### src/sv/gha_pkg.sv
// Shared types and constants for the generational handle allocator.
// Used by gha_controller, gha_datapath and generational_handle_allocator.
package gha_pkg;

    localparam int SLOT_COUNT   = 256;
    localparam int IDX_BITS     = $clog2(SLOT_COUNT);
    localparam int CNT_BITS     = $clog2(SLOT_COUNT + 1);
    localparam int GEN_BITS     = 16;
    localparam int KIND_BITS    = 8;
    localparam int PAYLOAD_BITS = 32;
    localparam int REQ_BITS     = 2;
    localparam int STATUS_BITS  = 2;

    // input beat: index, generation, kind, payload from bit 0 up
    localparam int IN_BITS      = IDX_BITS + GEN_BITS + KIND_BITS + PAYLOAD_BITS;
    localparam int S_TDATA_BITS = ((IN_BITS + 7) / 8) * 8;

    // output beat: status, index, generation, kind, payload, live count
    localparam int RES_BITS     = STATUS_BITS + IDX_BITS + GEN_BITS + KIND_BITS
                                  + PAYLOAD_BITS + CNT_BITS;
    localparam int M_TDATA_BITS = ((RES_BITS + 7) / 8) * 8;

    // beat widths for a given table geometry, padded to whole bytes
    function automatic int s_tdata_width(int slots, int gen_w, int kind_w, int pay_w);
        return (($clog2(slots) + gen_w + kind_w + pay_w + 7) / 8) * 8;
    endfunction

    function automatic int m_tdata_width(int slots, int gen_w, int kind_w, int pay_w);
        return ((STATUS_BITS + $clog2(slots) + gen_w + kind_w + pay_w
                 + $clog2(slots + 1) + 7) / 8) * 8;
    endfunction

    typedef enum logic [REQ_BITS-1:0] {
        REQ_ALLOC   = 2'd0,
        REQ_RELEASE = 2'd1,
        REQ_QUERY   = 2'd2,
        REQ_UPDATE  = 2'd3
    } req_t;

    typedef enum logic [STATUS_BITS-1:0] {
        STS_OK        = 2'd0,
        STS_KIND_NONE = 2'd1,
        STS_FULL      = 2'd2,
        STS_STALE     = 2'd3
    } status_t;

    typedef enum logic [2:0] {
        OP_FAIL_KIND,
        OP_FAIL_FULL,
        OP_FRESH,
        OP_POP,
        OP_HANDLE
    } op_t;

    typedef enum logic [2:0] {
        ST_IDLE,
        ST_DECODE,
        ST_POP,
        ST_EXEC_POP,
        ST_EXEC_HDL,
        ST_RESP
    } state_t;

    typedef struct packed {
        logic capture;    // latch the input beat
        logic rd_stack;   // read free stack top
        logic rd_handle;  // read slot memories at the handle index
        logic rd_pop;     // read slot memories at the popped index
        logic exec;       // commit op and load the result
        op_t  op;
    } cmd_t;

    typedef struct packed {
        logic is_alloc;
        logic kind_zero;
        logic stack_empty;
        logic table_full;
    } dp_status_t;

endpackage

### src/sv/gha_controller.sv
// Request sequencer for the generational handle allocator.
// Depends on gha_pkg; drives the datapath through cmd_t and reads dp_status_t.
module gha_controller
    import gha_pkg::*;
(
    input  logic       clk,
    input  logic       rst_n,
    input  logic       s_tvalid,
    output logic       s_tready,
    output logic       m_tvalid,
    input  logic       m_tready,
    input  dp_status_t dp_sts,
    output cmd_t       cmd
);

    state_t state_reg;
    state_t state_next;

    always_ff @(posedge clk or negedge rst_n)
    begin
        if (!rst_n)
        begin
            state_reg <= ST_IDLE;
        end
        else
        begin
            state_reg <= state_next;
        end
    end

    always_comb
    begin
        state_next = state_reg;
        cmd        = '{capture: 1'b0, rd_stack: 1'b0, rd_handle: 1'b0, rd_pop: 1'b0,
                       exec: 1'b0, op: OP_HANDLE};
        s_tready   = 1'b0;
        m_tvalid   = 1'b0;
        case (state_reg)
            ST_IDLE:
            begin
                s_tready = 1'b1;
                if (s_tvalid)
                begin
                    cmd.capture = 1'b1;
                    state_next  = ST_DECODE;
                end
            end
            ST_DECODE:
            begin
                if (!dp_sts.is_alloc)
                begin
                    cmd.rd_handle = 1'b1;
                    state_next    = ST_EXEC_HDL;
                end
                else if (dp_sts.kind_zero)
                begin
                    cmd.exec   = 1'b1;
                    cmd.op     = OP_FAIL_KIND;
                    state_next = ST_RESP;
                end
                else if (!dp_sts.stack_empty)
                begin
                    cmd.rd_stack = 1'b1;
                    state_next   = ST_POP;
                end
                else if (dp_sts.table_full)
                begin
                    cmd.exec   = 1'b1;
                    cmd.op     = OP_FAIL_FULL;
                    state_next = ST_RESP;
                end
                else
                begin
                    cmd.exec   = 1'b1;
                    cmd.op     = OP_FRESH;
                    state_next = ST_RESP;
                end
            end
            ST_POP:
            begin
                cmd.rd_pop = 1'b1;
                state_next = ST_EXEC_POP;
            end
            ST_EXEC_POP:
            begin
                cmd.exec   = 1'b1;
                cmd.op     = OP_POP;
                state_next = ST_RESP;
            end
            ST_EXEC_HDL:
            begin
                cmd.exec   = 1'b1;
                cmd.op     = OP_HANDLE;
                state_next = ST_RESP;
            end
            ST_RESP:
            begin
                m_tvalid = 1'b1;
                if (m_tready)
                begin
                    state_next = ST_IDLE;
                end
            end
            default:
            begin
                state_next = ST_IDLE;
            end
        endcase
    end

endmodule

### config.mk
export PLATFORM = sky130hd
export DESIGN_NAME = gha_controller
export DESIGN_NICKNAME = d
export VERILOG_FILES = /design/src/sv/gha_pkg.sv /design/src/sv/gha_controller.sv
export SDC_FILE = /design/constraint.sdc
export NUM_CORES = 1
export LEC_CHECK = 0
export ABC_CLOCK_PERIOD_IN_PS = 1400
export BUFFER_PORTS_ARGS = -buffer_cell sky130_fd_sc_hd__buf_4
export CORE_AREA = 2 2 39 41
export DETAILED_ROUTE_END_ITERATION = 16
export DIE_AREA = 0 0 41 43
export SYNTH_ARGS = -nofsm -noshare
export SYNTH_HDL_FRONTEND = slang
export SYNTH_SLANG_ARGS = --single-unit
### constraint.sdc
create_clock -name clk -period 1.4 [get_ports clk]
set_input_delay 0.14 -clock clk [delete_from_list [all_inputs] [get_ports clk]]
set_output_delay 0.14 -clock clk [all_outputs]
set_load 0.01 [all_outputs]
==> summary.md <==
| Metric | Value |
|---|---|
| Die Footprint | 1760 um2 |
| Skew final | 0.00222 ns |
| Primary FF master, synth | dfrtp_1 |
| Fill count | 158 |
| Clock-pin slew on the worst setup and hold paths | 0.04 ns |
| DRC Markers | 0 |
| Max-slew violation count | 0 |
| Final Cycle Share | 98.9% |
| CTS Buffer Depth | 2 |
| Setup Viol. Count Final | 0 |
| Total clock sinks | 3 |
| Combinational share of power | 60.5% |
| Clock period minus worst slack | 1.38 ns |
| Startpoint type of the worst setup path | register |
| Root buf cell | clkbuf_4 |
| Syn nets | 44 |
| Routed Antenna Nets | 0 |
| CP max stage cell | dfrtp_2 |
| P&R area growth vs syn | 92.1% |
| Pre-CTS setup slack | 0.160 ns |
| Number of inserted diodes | 0 |
| CTS buffer count | 3 |
| M1 GR Usage | 13.6% |
| CP arrival | 1.24 ns |
| Commonest non-fill, non-tap cell in the layout | buf_4 |
| DR vias | 367 |
| Distinct cells, synth | 22 |
| # Max-Cap Violations | 0 |
| Crit path cell chain | buf_4 -> nor3_4 -> and2_2 -> buf_4 |
| Final cell count without fillers | 78 |
| Floorplan core area | 1380 um2 |
| Most used cell, CP | buf_4 |
| Final net count | 71 |
| Nature of the critical path endpoint | output pin |
| Initial Util | 19.5% |
| Total track usage | 11.6% |
| Setup Crit Path Kind | register to output pin |
| Max incr delay on CP | 0.43 ns |
| Final wirelength | 872 um |
| Number of flops mapped to enable cells by yosys | 0 |
| Seq pwr share | 22.4% |
| Hold crit path type | input pin to register |
| Congestion Overflow GR | 0 |
| Row Count | 14 |
| Yosys warns | 0 |
| Leak | 0.249 nW |
| CP max FO | 5 |
| Pin count of the biggest net entering global routing | 10 |
| Num ports | 18 |
| Worst relative slew slack | 85.0% |
| Worst Tran Pin Value | 0.225 ns |
| Int Pwr | 550 uW |
| TritonCTS clock tree | yes |
| Worst setup margin | 0.0156 ns |
| Dpl cell area | 415 um2 |
| Vias in the first global route | 319 |
| Synth Area per Inst | 7.51 um2 |
| Routability cong. | 0.834 |
| WL/cell | 11.2 um |
| Clock Power Share | 17.1% |
| Layout cells sized above 1 | 61.3% |
| Largest area contributor in the netlist | dfrtp_1 |
| Number of cells produced by synthesis | 36 |
| Sw Pwr | 376 uW |
| Grt met2 use | 14.4% |
| Area contributors post-synth | dfrtp_1 (28%), nand2b_1 (6.9%), nor2_1 (6.9%) |
| Status | finished, final reports clean |
| Fraction of registers with async set or reset after synthesis | 100% |
| Total power | 926 uW |
| Antenna violations before repair | 0 |
| Max reg flops | 3 |
| IO Port Bufs | 17 |
| Switching share of power | 40.6% |
| 1st-pass router iterations | 3 |
| H-tree Lvls | 1 |
| Mapped Area | 270 um2 |
| GR peak layer | met2 |
| Fin area | 519 um2 |
| Power density cells | 1780 nW/um2 |
| First-pass GRT wire length | 1.28 mm |
| Commonest non-fill, non-tap cells in the layout | buf_4 (22), nor2_1 (4), inv_1 (3), clkbuf_4 (3), dfrtp_2 (3) |
| Achievable clock frequency | 0.722 GHz |
| Die Height | 43 um |
| Die X | 41 um |
| Vias per inst | 4.71 |
| Drt initial violations | 14 |
| Yosys top cell area share | 27.8% |
| RSZ-0062 raised after global routing | yes |
| M3 GR Usage | 3.14% |
| Worst VDD drop | 0.000521 V |
| Seq cells post-synth | 3 |
| Placed Cells | 68 |
| Critical Path RT | 1.26 ns |
| Sequential area share after synthesis | 27.8% |
| Fin. Hold Viols | 0 |
| Worst-skew pair later-pin latency | 0.24 ns |
| Worst R2R Setup Slack | 0.16 ns |
[critical path: cells and delay by family, from the launching register on]
kind	cells	cell delay, ns
buffers and inverters	2	0.27
AND/OR/NAND/NOR	2	0.31
flip-flops	1	0.43
[layer usage]
metal  vias up  wire (um)
li1        179          -
met1       170        329
met2        15        453
met3         3         61
met4         0         27
met5         -          0
[through the flow]
stage	hold slack, ns	util (%)	TNS (ns)
after floorplan	-0.156	-	0
after detailed placement	-0.0711	30.0	0
after global placement	-0.0707	30.0	0
after CTS	0.219	34.5	0
final	0.218	37.5	0
after global routing	0.230	37.5	-0.0663
[synthesized netlist by cell type, drive strengths merged, types with 2 or more instances]
library cell / instances
a41oi: 2
and2: 2
buf: 2
dfrtp: 3
inv: 4
nand2b: 3
nor2: 5
nor3: 3
[power groups by stage]
stage / combinational (mW) / sequential [mW] / clock (mW)
floorplan: 0.274 / 0.148 / 0
global placement: 0.420 / 0.194 / 0
detailed placement: 0.417 / 0.196 / 0
CTS: 0.486 / 0.191 / 0.161
global route: 0.618 / 0.218 / 0.168
finish: 0.560 / 0.207 / 0.159
[worst paths after layout]
kind                                     startpoint                  endpoint  depth (start not counted)
setup / recovery           state_reg[2]$_DFFE_PN0P_                    cmd[7]                          4
hold / removal                             m_tready  state_reg[2]$_DFFE_PN0P_                          3
setup reg to reg           state_reg[2]$_DFFE_PN0P_  state_reg[0]$_DFFE_PN0P_                          4
hold reg to reg            state_reg[2]$_DFFE_PN0P_  state_reg[1]$_DFFE_PN0P_                          2
max in group asynchronous                     rst_n  state_reg[0]$_DFFE_PN0P_                          2
min in group asynchronous                     rst_n  state_reg[2]$_DFFE_PN0P_                          2
[cell families (layout without fill, tap and decap cells)]
group / Yosys count / after routing / share of synthesized area, %
compound gates: 9 / 9 / 24.1
flops: 3 / 3 / 27.8
simple gates: 18 / 18 / 38.9
buf+inv: 6 / 32 / 9.26
[cell type report]
class / count / area (um2) / share of cell area (%)
timing repair buffer: 24 / 180 / 34.7
sequential: 3 / 78.8 / 15.2
clock buffer: 4 / 26.3 / 5.06
multi-input combinational: 27 / 199 / 38.3
inverter: 4 / 15.0 / 2.89
tap: 16 / 20.0 / 3.86
[what timing repair did]
action / 4_1_cts / 5_1_grt
hold buffers: 1 / 0
hold endpoints to repair: 3 / 0
gates resized for setup: 4 / 6
setup endpoints to repair: 6 / 7
gates cloned: 0 / 0
buffers inserted: 3 / 2
pin swaps: 0 / 0
Note: power is estimated with default switching activity, not from simulation.
